===== config.mk =====
export PLATFORM = sky130hd
export DESIGN_NAME = csma_ctrl
export DESIGN_NICKNAME = d
export VERILOG_FILES = /design/src/hw/rtl/assert_macros.svh /design/src/hw/rtl/csma_pkg.sv /design/src/hw/rtl/csma_ctrl.sv
export SDC_FILE = /design/constraint.sdc
export NUM_CORES = 1
export LEC_CHECK = 0
export BUFFER_PORTS_ARGS = -buffer_cell sky130_fd_sc_hd__buf_2
export CORE_AREA = 3 3 40 42
export DETAILED_ROUTE_END_ITERATION = 10
export DIE_AREA = 0 0 43 45
export HOLD_SLACK_MARGIN = 0.02
export PLACE_DENSITY = 0.68
export SLEW_MARGIN = 15
export SYNTH_ARGS = -nofsm -noshare
export SYNTH_HDL_FRONTEND = slang
export SYNTH_SLANG_ARGS = --single-unit

===== constraint.sdc =====
create_clock -name clk -period 2.38 [get_ports clk]
set_input_delay 0.119 -clock clk [delete_from_list [all_inputs] [get_ports clk]]
set_output_delay 0.119 -clock clk [all_outputs]
set_load 0.005 [all_outputs]

===== src/hw/rtl/assert_macros.svh =====
// Assertion helpers; empty when SYNTH is set.
`ifndef ASSERT_MACROS_SVH
`define ASSERT_MACROS_SVH
`ifndef SYNTH
`define AM_ALWAYS(lbl, clk, rstn, prop) \
  lbl: assert property (@(posedge clk) disable iff (!rstn) (prop)) \
    else $error("assertion failed");
`define AM_NEXT(lbl, clk, rstn, ante, cons) \
  lbl: assert property (@(posedge clk) disable iff (!rstn) (ante) |=> (cons)) \
    else $error("assertion failed");
`else
`define AM_ALWAYS(lbl, clk, rstn, prop)
`define AM_NEXT(lbl, clk, rstn, ante, cons)
`endif
`endif


===== src/hw/rtl/csma_pkg.sv =====
package csma_pkg;

  localparam int SUM_W  = 64;
  localparam int ROOT_W = 33;
  localparam int OUT_W  = 48;
  localparam int CFG_W  = 4;

  localparam logic [CFG_W-1:0] NUM_CH_RESET = 4'd8;

  localparam logic ACT_LOAD = 1'b0;
  localparam logic ACT_READ = 1'b1;

  localparam logic [3:0] MS_NONE = 4'd0;
  localparam logic [3:0] MS_AC   = 4'd1;
  localparam logic [3:0] MS_BD   = 4'd2;
  localparam logic [3:0] MS_BC   = 4'd3;
  localparam logic [3:0] MS_AD   = 4'd4;
  localparam logic [3:0] MS_IM   = 4'd5;
  localparam logic [3:0] MS_RR   = 4'd6;
  localparam logic [3:0] MS_II   = 4'd7;
  localparam logic [3:0] MS_SUM  = 4'd8;

  typedef struct packed {
    logic       in_latch;
    logic       buf_we;
    logic       clr_we;
    logic       buf_rd;
    logic       buf_sel_col;
    logic       lat_row;
    logic       lat_col;
    logic [3:0] mstep;
    logic       acc_rd;
    logic       rd_sel;
    logic       sq_start;
    logic       acc_wr;
    logic       pair_init;
    logic       pair_inc;
    logic       out_load;
  } csma_cmd_t;

  typedef struct packed {
    logic is_read;
    logic pass_trig;
    logic clr_last;
    logic last_pair;
    logic sq_done;
  } csma_status_t;

endpackage


===== src/hw/rtl/csma_ctrl.sv =====
module csma_ctrl (
  input  logic                   clk,
  input  logic                   rst_n,
  input  logic                   in_valid,
  output logic                   in_ready,
  output logic                   out_valid,
  input  logic                   out_ready,
  input  csma_pkg::csma_status_t status,
  output csma_pkg::csma_cmd_t    cmd
);
  import csma_pkg::*;

  localparam logic [4:0] ST_CLR  = 5'd0;
  localparam logic [4:0] ST_IDLE = 5'd1;
  localparam logic [4:0] ST_RD   = 5'd2;
  localparam logic [4:0] ST_RDW  = 5'd3;
  localparam logic [4:0] ST_RA   = 5'd4;
  localparam logic [4:0] ST_RB   = 5'd5;
  localparam logic [4:0] ST_CD   = 5'd6;
  localparam logic [4:0] ST_AC   = 5'd7;
  localparam logic [4:0] ST_BD   = 5'd8;
  localparam logic [4:0] ST_BC   = 5'd9;
  localparam logic [4:0] ST_AD   = 5'd10;
  localparam logic [4:0] ST_IM   = 5'd11;
  localparam logic [4:0] ST_RR   = 5'd12;
  localparam logic [4:0] ST_II   = 5'd13;
  localparam logic [4:0] ST_SUM  = 5'd14;
  localparam logic [4:0] ST_SQS  = 5'd15;
  localparam logic [4:0] ST_SQ   = 5'd16;
  localparam logic [4:0] ST_ACC  = 5'd17;

  logic [4:0] state_r, state_nxt;
  logic       out_valid_r, out_valid_nxt;
  logic       accept;

  assign in_ready  = (state_r == ST_IDLE);
  assign accept    = in_valid && in_ready;
  assign out_valid = out_valid_r;

  always_comb begin
    cmd           = '0;
    state_nxt     = state_r;
    out_valid_nxt = out_valid_r && !out_ready;
    unique case (state_r)
      ST_CLR: begin
        cmd.clr_we = 1'b1;
        if (status.clr_last) state_nxt = ST_IDLE;
      end
      ST_IDLE: begin
        if (accept) begin
          cmd.in_latch  = 1'b1;
          cmd.pair_init = 1'b1;
          if (status.is_read) begin
            state_nxt = ST_RD;
          end else begin
            cmd.buf_we = 1'b1;
            if (status.pass_trig) state_nxt = ST_RA;
          end
        end
      end
      ST_RD: begin
        cmd.acc_rd = 1'b1;
        cmd.rd_sel = 1'b1;
        state_nxt  = ST_RDW;
      end
      ST_RDW: begin
        if (!out_valid_r || out_ready) begin
          cmd.out_load  = 1'b1;
          out_valid_nxt = 1'b1;
          state_nxt     = ST_IDLE;
        end
      end
      ST_RA: begin
        cmd.buf_rd = 1'b1;
        state_nxt  = ST_RB;
      end
      ST_RB: begin
        cmd.lat_row     = 1'b1;
        cmd.buf_rd      = 1'b1;
        cmd.buf_sel_col = 1'b1;
        state_nxt       = ST_CD;
      end
      ST_CD: begin
        cmd.lat_col = 1'b1;
        state_nxt   = ST_AC;
      end
      ST_AC:  begin cmd.mstep = MS_AC;  state_nxt = ST_BD;  end
      ST_BD:  begin cmd.mstep = MS_BD;  state_nxt = ST_BC;  end
      ST_BC:  begin cmd.mstep = MS_BC;  state_nxt = ST_AD;  end
      ST_AD:  begin cmd.mstep = MS_AD;  state_nxt = ST_IM;  end
      ST_IM:  begin cmd.mstep = MS_IM;  state_nxt = ST_RR;  end
      ST_RR:  begin cmd.mstep = MS_RR;  state_nxt = ST_II;  end
      ST_II:  begin cmd.mstep = MS_II;  state_nxt = ST_SUM; end
      ST_SUM: begin
        cmd.mstep  = MS_SUM;
        cmd.acc_rd = 1'b1;
        state_nxt  = ST_SQS;
      end
      ST_SQS: begin
        cmd.sq_start = 1'b1;
        state_nxt    = ST_SQ;
      end
      ST_SQ: begin
        if (status.sq_done) state_nxt = ST_ACC;
      end
      ST_ACC: begin
        cmd.acc_wr   = 1'b1;
        cmd.pair_inc = 1'b1;
        state_nxt    = status.last_pair ? ST_IDLE : ST_RA;
      end
      default: state_nxt = ST_IDLE;
    endcase
  end

  always_ff @(posedge clk) begin
    if (!rst_n) begin
      state_r     <= ST_CLR;
      out_valid_r <= 1'b0;
    end else begin
      state_r     <= state_nxt;
      out_valid_r <= out_valid_nxt;
    end
  end
endmodule

==> results.txt, run 1 <==
----------------------------------------------------
[Synthesis]
  Number of distinct library cell variants in the gate-level netlist after synthesis ... 31
  Average footprint of a synthesized cell ... 7.243 um2
  Post-Synthesis Cell Area ... 514.2 um2
  Post-synth top area share ... between 20% and 30%
  Count of synthesis-stage warnings from yosys ... 0
  Mapped Cells ... a little over 70
  Count leader, synth ... nor2_1
  Net count after synthesis ... 80
  Library cell with the largest summed area after synthesis ... dfxtp_1
  Most area-consuming cells after synthesis ... dfxtp_1 (23%), nor2_1 (6.6%), buf_2 (4.9%)
  Most used standard cells in the synthesized netlist ... nor2_1 (9), dfxtp_1 (6), buf_2 (5), nor3_1 (5)
  Share of synthesized registers carrying an async set or reset ... 0%
  Flip-flop cell with the highest count after synthesis ... dfxtp_1
  EDFF count, synth ... 0
  Portion of the post-synthesis area used by sequential elements ... 23.36%
  Synthesis-stage register bit count ... 6

[Setup path]
  Top delay family on crit path ... simple AND/OR/NAND/NOR gates
  CP Data Arrival Time ... 1.74 ns
  CP max FO ... 14
  Worst setup path startpoint ... state_r[0]
  Worst reg2reg setup slack ... about 0.66 ns
  Worst Path Class, Setup ... reg -> out
  Critical-path cell with the highest stage delay ... dfxtp_1
  Crit path buf inv count ... 1
  Worst Setup End Kind ... output port
  Logic depth of the worst path, buffers included ... 4
  End point of the critical path ... cmd[0]
  Reg-to-Reg End ... state_r[1]
  Worst reg2reg path startpoint ... state_r[0]
  R2R depth ... 4
  CP peak stage delay ... around 0.54 ns
  Sequence of cells on the critical path ... or3b_1 > or2_4 > nor2b_1 > buf_2
  CP Data Required Time ... 2.26 ns
  Startpoint Class ... flop

[Pwr]
  Internal power consumption ... 0.0002013 W
  Static leakage ... 0.3279 nW
  Max IR drop VDD ... around 250 uV
  Power per Cell Area ... 456.4 nW/um2
  Seq pwr share ... 40.2%
  Clk pwr share ... 34.3%
  Switching portion of total power ... a little under a third
  Net Sw Power ... about 0.000094 W
  Fraction of power consumed by combinational cells ... 25.4%

[Layout]
  Post-Route Utilization ... 50.44%
  Layout overhead on the synthesized area ... 26.03%
  Footprint of the multi-input gates ... 339.1 um2
  Sequential standard cell area ... between 100 and 150 um2
  Number of nets in the final layout ... 105
  Antenna Cells ... 0
  Ratio of cells with drive above 1 in the final layout ... 37.23%
  Filler Cells Inserted ... 150

[Detailed routing]
  WL per Instance ... about 13 um
  Number of optimization iterations in the first detailed-route pass ... 4
  Vias ... approximately 600
  Detailed Route Iter0 Violations ... 19
  Number of remaining DRC errors ... 0
  Drt via density ... between 5 and 6
  Number of nets with antenna violations after routing ... 0
  Wirelength, routed ... 1364 um

[Place]
  HPWL Detailed ... 995.8 um
  Final weighted congestion in routability-driven placement ... just over 0.7
  Port bufs ... 28

[Global routing]
  Wire length of the first global-routing pass ... 2111 um
  Largest net degree at the start of global routing ... 15
  Overall global routing resource usage ... 14.17%
  Number of global-route vias before repair ... 496
  Sum of overflow across all layers after global routing ... 0
  Initial antenna violation count ... 0

[Clocking]
  Sinks on Clock Net ... 6
  Post CTS Setup Buffer Count ... 0
  CTS tree ... built
  Resized cells post-CTS ... 0
  Depth of the CTS H-tree ... 1
  Clock Root Buffer ... clkbuf_4
  Clock insertion delay at the later pin of the skew report ... 0.26 ns
  Maximum clock path buffer count ... 2
  CTS Buf Count ... 3
  Hold buffer count at CTS ... 0
  Clock transition time at the flip-flop clock pins of the worst setup and hold paths ... 0.05 ns

[STA]
  Number of max-slew violations in the final report ... 0
  Fin crit period ... approximately 1.9 ns
  Final setup fails ... 0
  Setup TNS ... 0 ns
  Slew @ Worst Pin ... ~0.43 ns
  Worst slew margin ... 70.96%
  RSZ-0062 raised after global routing ... false
  Timing-limited maximum frequency ... 539.3 MHz
  Max Clock Skew ... roughly 0.0086 ns
  Post-route clock period utilization ... slightly below 80%
  Hold Worst Slack ... 0.1135 ns
  Final hold violations ... 0

[Outcome]
  Run status ... finished clean

[Min path]
  Hold path startpoint ... rst_n
  Worst min-delay path class ... in -> reg

[Floorplan]
  Site Rows ... 13
  Die outline height ... 45 um
  Starting Density ... 40.02%
  # IOs ... 29
  Placeable core area ... 1285 um2
  Die width ... 43 um
  Total die area ... 1935 um2

[Run]
  Max_cap viols ... 0

----------------------------------------------------
## power by group through the flow
stage	Combinational [W]	Sequential (W)	Clock (W)
after global placement	0.0000736	0.000120	0
after floorplan	0.0000604	0.000110	0
after CTS	0.0000750	0.000119	0.0000978
after global routing	0.0000834	0.000121	0.000105
after detailed placement	0.0000743	0.000121	0
final	0.0000753	0.000119	0.000102
## how the worst min path moves through the flow
stage	cells after the start	slack, ns	end
after floorplan	1	0.27	state_r[0]
after global placement	2	0.37	state_r[0]
after detailed placement	2	0.37	state_r[0]
after CTS	2	0.12	state_r[0]
after global routing	2	0.13	state_r[0]
final	2	0.11	state_r[0]
## metal layers
metal  vias to the layer above  wire [um]  track usage [%]
met5                         -          0                0
met4                         0         29            8.434
met3                         4        165            2.789
met2                        34        570            20.96
met1                       261        599            19.08
li1                        292          -                -
## state kept, by name, indices dropped and copies added, names as in the netlist
register and cells:
state_r 5, out_valid 1
## logic make-up after synthesis
kind of cell / Yosys count / synth area share (%)
buffers and inverters: 10 / 10.71
XOR/XNOR: 2 / 3.407
AO/OA/AOI/OAI: 12 / 16.06
multiplexers: 2 / 4.136
AND/OR/NAND/NOR: 39 / 42.34
flip-flops: 6 / 23.36
## cell type report
type	instances	share of cell area, %
Clock buffer	3	3.475
Inverter	2	1.158
Multi-Input combinational cell	55	52.32
Sequential cell	6	18.53
Tap cell	15	2.896
Timing Repair Buffer	28	21.62
## cell usage in the layout, fill, tap and decap left out, types with 2 or more instances in the layout
master    count
nand2_1       3
nand3_1       4
clkbuf_4      3
dfxtp_1       6
nor2_1        9
nand2b_1      4
or3_1         3
a21oi_1       3
buf_2        28
xor2_1        2
inv_1         2
nor3b_1       3
nor3_1        5
o21ai_0       2
## per-stage QoR
stage	worst slack [ns]	instances	instance area, um2	total power [W]
after floorplan	0.9554	71	514.2	0.0001704
final	0.5259	109	648.1	0.0002958
after global placement	0.7211	106	625.6	0.0001940
after detailed placement	0.6883	106	625.6	0.0001948
after CTS	0.5402	109	648.1	0.0002915
after global routing	0.4498	109	648.1	0.0003092
No activity file was read; power rests on OpenSTA's default activity.
==> run 2, diff against run 1 <==
==> constraint.sdc (replaced) <==
create_clock -name clk -period 1.9 [get_ports clk]
set_input_delay 0.095 -clock clk [delete_from_list [all_inputs] [get_ports clk]]
set_output_delay 0.095 -clock clk [all_outputs]
set_load 0.005 [all_outputs]
==> run 2 against run 1 <==
Compared with the run above:
- clock power increased by 11%
- die area is the same
- hold slack improved by 0.0019 ns
==> results.txt, run 2 (synthesis gave the netlist of run 1 again) <==
----------------------------------------------------
[Setup path]
  Worst reg2reg path startpoint ... state_r[3]
  CP max FO ... 12 (-2)
  CP Data Arrival Time ... 1.48 ns (-0.26 ns)
  Worst setup path startpoint ... state_r[3]
  Worst Path Class, Setup ... reg -> out
  CP Data Required Time ... 1.80 ns (-0.46 ns)
  Startpoint Class ... flop
  Worst Setup End Kind ... output port

[Clocking]
  Clock insertion delay at the later pin of the skew report ... 0.24 ns (-0.02 ns)
  Clock transition time at the flip-flop clock pins of the worst setup and hold paths ... 0.04 ns (about the same)
  CTS Buf Count ... 3 (unchanged)
  CTS tree ... built
  Hold buffer count at CTS ... 0 (unchanged)
  Resized cells post-CTS ... 0 (unchanged)
  Clock Root Buffer ... clkbuf_4
  Depth of the CTS H-tree ... 1 (unchanged)
  Maximum clock path buffer count ... 2 (unchanged)
  Sinks on Clock Net ... 6 (unchanged)
  Post CTS Setup Buffer Count ... 0 (unchanged)

[Detailed routing]
  Detailed Route Iter0 Violations ... 11 (-8)
  Wirelength, routed ... 1287 um (-5.6%)
  Number of optimization iterations in the first detailed-route pass ... 4 (unchanged)
  Number of nets with antenna violations after routing ... 0 (unchanged)
  Vias ... 588 (-0.51%)
  WL per Instance ... 11.49 um (-8.2%)
  Number of remaining DRC errors ... 0 (unchanged)
  Drt via density ... 5.250 (-3.2%)

[STA]
  Number of max-slew violations in the final report ... 0 (unchanged)
  Final setup fails ... 0 (unchanged)
  Final hold violations ... 0 (unchanged)
  Worst slew margin ... 76.00% (+5.0 points)
  Slew @ Worst Pin ... 0.3594 ns (-0.07553 ns)
  RSZ-0062 raised after global routing ... false
  Timing-limited maximum frequency ... about 640 MHz
  Post-route clock period utilization ... 82.66%
  Fin crit period ... 1.571 ns
  Max Clock Skew ... 0.009018 ns (+0.0004292 ns)
  Setup TNS ... 0 ns (unchanged)

[Layout]
  Post-Layout Inst Area ... 670.6 um2 (+3.5%)
  Ratio of cells with drive above 1 in the final layout ... 39.18% (+1.9 points)
  Most common cell after layout, fill and taps aside ... buf_2
  Most frequent cells in the layout ... buf_2 (28), nor2_1 (9), dfxtp_1 (6)
  Largest register FFs ... 5 (unchanged)
  Layout overhead on the synthesized area ... 30.41%
  Most flop-heavy register ... state_r
  Number of nets in the final layout ... 108 (+2.9%)
  Antenna Cells ... 0 (unchanged)

[Run]
  Max_cap viols ... 0 (unchanged)

[Min path]
  Hold path startpoint ... rst_n
  Worst min-delay path class ... in -> reg

[Floorplan]
  Die width ... 43 um (unchanged)
  Site Rows ... 13 (unchanged)
  Starting Density ... 40.02% (unchanged)
  Placeable core area ... 1285 um2 (unchanged)
  Die outline height ... 45 um (unchanged)
  # IOs ... 29 (unchanged)
  Total die area ... 1935 um2 (unchanged)

[Place]
  HPWL Detailed ... 1000 um (+0.46%)
  Port bufs ... 28 (unchanged)
  Final weighted congestion in routability-driven placement ... 0.7902 (+9.6%)
  DP Area ... 648.1 um2 (+3.6%)

[Global routing]
  Largest net degree at the start of global routing ... 14 (-1)
  Number of global-route vias before repair ... 469 (-5.4%)
  Overall global routing resource usage ... 13.58% (-0.58 points)
  Sum of overflow across all layers after global routing ... 0 (unchanged)
  Wire length of the first global-routing pass ... 2007 um (-4.9%)
  Initial antenna violation count ... 0 (unchanged)

[Pwr]
  Max IR drop VDD ... 463.5 uV (+88%)
  Static leakage ... 0.3439 nW (+4.9%)
  Power per Cell Area ... 537.6 nW/um2 (+18%)

[Outcome]
  Run status ... finished clean

----------------------------------------------------
## run 2: report_power, final
group,internal [W],switching [W],total [W]
registers,0.000133,0.00000883,0.000141
logic,0.0000516,0.0000542,0.000106
clock network,0.0000712,0.0000422,0.000113
total,0.000255,0.000105,0.000361
## run 2: per-layer routing
layer / vias up / track usage, % / share of wire (%)
li1: 301 / - / -
met1: 264 / 18.84 / 50
met2: 23 / 19.76 / 40
met3: 0 / 5.179 / 9.4
met4: 0 / 3.614 / 0
met5: - / 0 / 0
## run 2: area by class of cell
type / instances / area [um2]
fillers: 145 / 614.3
multi-input cells: 55 / 339.1
repair buffers: 31 / 162.7
flip-flops and latches: 6 / 120.1
clock buffers: 3 / 22.52
well taps: 15 / 18.77
inverters: 2 / 7.507
## run 2: worst paths after layout
check               endpoint  slack (ns)  cells past startpoint
setup / recovery      cmd[6]        0.33                      5
hold / removal    state_r[0]        0.12                      2
hold reg to reg    out_valid        0.57                      2
setup reg to reg  state_r[1]        0.46                      4
## run 2: worst max-delay path: stages (launching register included)
cell and delay, ns:
dfxtp_1 0.30, buf_4 0.17, or3_1 0.41, nor2_1 0.15
or2_1 0.11, buf_2 0.10
## run 2: per-stage QoR
step	setup WS (ns)	hold slack, ns	cells	power, W	utilization, %
5_1_grt	0.2474	0.1207	112	0.0003856	52.19
2_1_floorplan	0.4754	0.2430	71	0.0002134	-
3_5_place_dp	0.4574	0.3535	109	0.0002487	50.44
4_1_cts	0.3152	0.1090	112	0.0003644	52.19
6_report	0.3294	0.1154	112	0.0003605	52.19
3_3_place_gp	0.4718	0.3534	109	0.0002480	50.44
==> run 3, diff against run 2 <==
--- a/config.mk
+++ b/config.mk
@@ -6,11 +6,11 @@
 export NUM_CORES = 1
 export LEC_CHECK = 0
 export BUFFER_PORTS_ARGS = -buffer_cell sky130_fd_sc_hd__buf_2
-export CORE_AREA = 3 3 40 42
+export CORE_MARGIN = 3
+export CORE_UTILIZATION = 37
 export DETAILED_ROUTE_END_ITERATION = 10
-export DIE_AREA = 0 0 43 45
 export HOLD_SLACK_MARGIN = 0.02
-export PLACE_DENSITY = 0.68
+export PLACE_DENSITY = 0.69
 export SLEW_MARGIN = 15
 export SYNTH_ARGS = -nofsm -noshare
 export SYNTH_HDL_FRONTEND = slang
==> constraint.sdc (replaced) <==
create_clock -name clk -period 1.3 [get_ports clk]
set_input_delay 0.065 -clock clk [delete_from_list [all_inputs] [get_ports clk]]
set_output_delay 0.065 -clock clk [all_outputs]
set_load 0.005 [all_outputs]
==> run 3 against run 2 <==
Compared with the run above:
- the flow now finishes with violations (setup timing)
- clock power increased by 54%
- non-clock buffer count is 24 higher
- first-iteration DRC count up 64%
- global-route usage up 6.4 points
- clock-buffer cell count stayed put
- via count grew 24%
- sequential cell count did not move
- critical path type unchanged
- critical endpoint is now in_ready
- largest power group is now combinational logic
==> results.txt, run 3 (synthesis gave the netlist of run 1 again) <==
----------------------------------------------------
[Outcome]
  Run status ... finished, violations left
  Violated checks ... setup timing

[Global routing]
  Wire length of the first global-routing pass ... 2877 um (+43%)
  Sum of overflow across all layers after global routing ... 0 (unchanged)
  Initial antenna violation count ... 0 (unchanged)
  Number of global-route vias before repair ... 671 (+43%)
  Largest net degree at the start of global routing ... 9 (-5)
  Most congested layer reported by global routing ... met2
  Met2 GRT Util ... 38.35% (+19 points)
  Met1 usage ... 22.11% (+3.3 points)
  Overall global routing resource usage ... 19.95% (+6.4 points)
  Met3 routing resource usage after global routing ... 3.814% (-1.4 points)

[Layout]
  Filler Cells Inserted ... 59 (-59%)
  Most flop-heavy register ... state_r
  Antenna Cells ... 0 (unchanged)
  Ratio of cells with drive above 1 in the final layout ... 73.55% (+34 points)
  Number of nets in the final layout ... 132 (+22%)
  Most common cell after layout, fill and taps aside ... buf_2
  Largest register FFs ... 5 (unchanged)
  Most frequent cells in the layout ... buf_2 (26), buf_6 (16), buf_4 (13)
  Layout overhead on the synthesized area ... 107.3%

[STA]
  Post-route worst setup slack ... -0.2589 ns (-0.5883 ns)
  Timing-limited maximum frequency ... roughly 640 MHz
  Final hold violations ... 0 (unchanged)
  Post-route clock period utilization ... 119.9%
  Number of max-slew violations in the final report ... 0 (unchanged)
  Fin crit period ... 1.559 ns
  Final setup fails ... 18 (+18)
  Slew @ Worst Pin ... 0.2786 ns (-0.08085 ns)
  RSZ-0062 raised after global routing ... true
  Worst slew margin ... 81.18% (+5.2 points)
  Max Clock Skew ... 0.01155 ns (+0.002529 ns)

[Setup path]
  CP Data Arrival Time ... 1.49 ns (about the same)
  R2R depth ... 4 (unchanged)
  Top delay family on crit path ... simple AND/OR/NAND/NOR gates
  Reg-to-Reg End ... state_r[1]
  Critical-path cell with the highest stage delay ... or3b_4
  Worst reg2reg path startpoint ... state_r[3]
  CP peak stage delay ... 0.38 ns (-0.03 ns)
  Crit path buf inv count ... 3 (+1)
  Worst Setup End Kind ... output port
  CP max FO ... 3 (-9)
  Sequence of cells on the critical path ... or3b_4 > buf_4 > buf_6 > nor3_2 > buf_2
  Worst reg2reg setup slack ... -0.19 ns (-0.65 ns)
  Startpoint Class ... flop
  Worst Path Class, Setup ... reg -> out
  CP Data Required Time ... 1.24 ns (-0.56 ns)

[Pwr]
  Switching portion of total power ... 31.84% (+2.6 points)
  Overall Power ... 0.0006918 W (+92%)
  Max IR drop VDD ... 778.5 uV (+68%)
  Seq pwr share ... 29.4% (-9.8 points)
  Power per Cell Area ... 649.0 nW/um2 (+21%)
  Fraction of power consumed by combinational cells ... 45.5% (+16 points)
  Static leakage ... 0.5283 nW (+54%)
  Internal power consumption ... 0.0004715 W (+85%)
  Net Sw Power ... 0.0002203 W (+110%)
  Clk pwr share ... 25.1% (-6.4 points)

[Place]
  HPWL Detailed ... 1069 um (+6.8%)
  Final weighted congestion in routability-driven placement ... 0.8339 (+5.5%)
  Port bufs ... 28 (unchanged)
  Worst setup slack before clock tree synthesis ... -0.1343 ns (-0.5917 ns)

[Detailed routing]
  Wirelength, routed ... 2163 um (+68%)
  Detailed Route Iter0 Violations ... 18 (+7)
  WL per Instance ... 16.02 um (+39%)
  Number of optimization iterations in the first detailed-route pass ... 4 (unchanged)
  Vias ... 728 (+24%)
  Number of remaining DRC errors ... 0 (unchanged)
  Drt via density ... 5.393 (+2.7%)
  Number of nets with antenna violations after routing ... 0 (unchanged)

[Floorplan]
  Site Rows ... 12 (-1)
  Die width ... 43.28 um (+0.65%)
  Total die area ... 1873 um2 (-3.2%)
  Die outline height ... 43.28 um (-3.8%)
  # IOs ... 29 (unchanged)
  Starting Density ... 42.81% (+2.8 points)
  Placeable core area ... 1201 um2 (-6.5%)

[Clocking]
  Hold buffer count at CTS ... 0 (unchanged)
  Depth of the CTS H-tree ... 1 (unchanged)
  Maximum clock path buffer count ... 2 (unchanged)
  CTS tree ... built
  Clock Root Buffer ... clkbuf_4
  Clock transition time at the flip-flop clock pins of the worst setup and hold paths ... 0.05 ns (about the same)
  Sinks on Clock Net ... 6 (unchanged)
  CTS Buf Count ... 3 (unchanged)
  Clock insertion delay at the later pin of the skew report ... 0.25 ns (about the same)

[Min path]
  Terminating pin of the worst hold path ... state_r[0]
  Hold path startpoint ... rst_n
  Cell count of the worst hold path ... 2 (unchanged)
  Worst min-delay path class ... in -> reg

[Run]
  Max_cap viols ... 0 (unchanged)

----------------------------------------------------
run 3: how the worst max path moves through the flow:
stage                     depth (start not counted)  slack, ns  startpoint         end
after global routing                              5      -0.29  state_r[3]    in_ready
after floorplan                                   4      -0.09  state_r[3]  state_r[1]
final                                             5      -0.26  state_r[3]    in_ready
after global placement                            4      -0.11  state_r[3]  state_r[1]
after detailed placement                          4      -0.13  state_r[3]  state_r[1]
after CTS                                         4      -0.22  state_r[3]      cmd[0]
run 3: metal layers:
layer	routed length [um]	part of all wire (%)
met4	65	3.0
met1	821	38
met5	0	0
met2	1139	53
met3	136	6.3
run 3: layout make-up:
type	instances	area [um2]	area share, %
Clock buffer	3	22.52	2.113
Timing Repair Buffer	55	407.9	38.26
Sequential cell	6	128.9	12.09
Multi-Input combinational cell	55	481.7	45.19
Tap cell	14	17.52	1.643
Inverter	2	7.507	0.7042
run 3: through the flow:
stage          TNS [ns]  cell area (um2)  hold slack [ns]  utilization (%)  instances
2_1_floorplan   -0.1805            519.2           0.2057                -         71
3_3_place_gp    -0.2129            711.9           0.3129            59.27        116
3_5_place_dp    -0.2940            711.9           0.3279            59.27        116
4_1_cts          -1.868            979.7          0.08262            81.56        133
5_1_grt          -3.247             1066          0.09598            88.75        135
6_report         -2.348             1066          0.08187            88.75        135
run 3: power groups by stage:
stage               combinational [W]  clock (W)  sequential, W
global placement             0.000184          0       0.000204
finish                       0.000315   0.000174       0.000204
detailed placement           0.000185          0       0.000205
floorplan                    0.000114          0       0.000202
CTS                          0.000264   0.000173       0.000203
global route                 0.000335   0.000192       0.000205
run 3: worst register-to-register path: stages (launching register included):
cell and delay, ns:
dfxtp_2 0.33, or3b_4 0.38, or2_4 0.26, or3_1 0.33, o41ai_1 0.08
run 3: what timing repair did:
item | 4_1_cts | 5_1_grt
setup buffers | 14 | 3
pin swaps | 10 | 8
gates cloned | 0 | 0
endpoints found under the setup margin | 20 | 21
resized for setup | 36 | 15
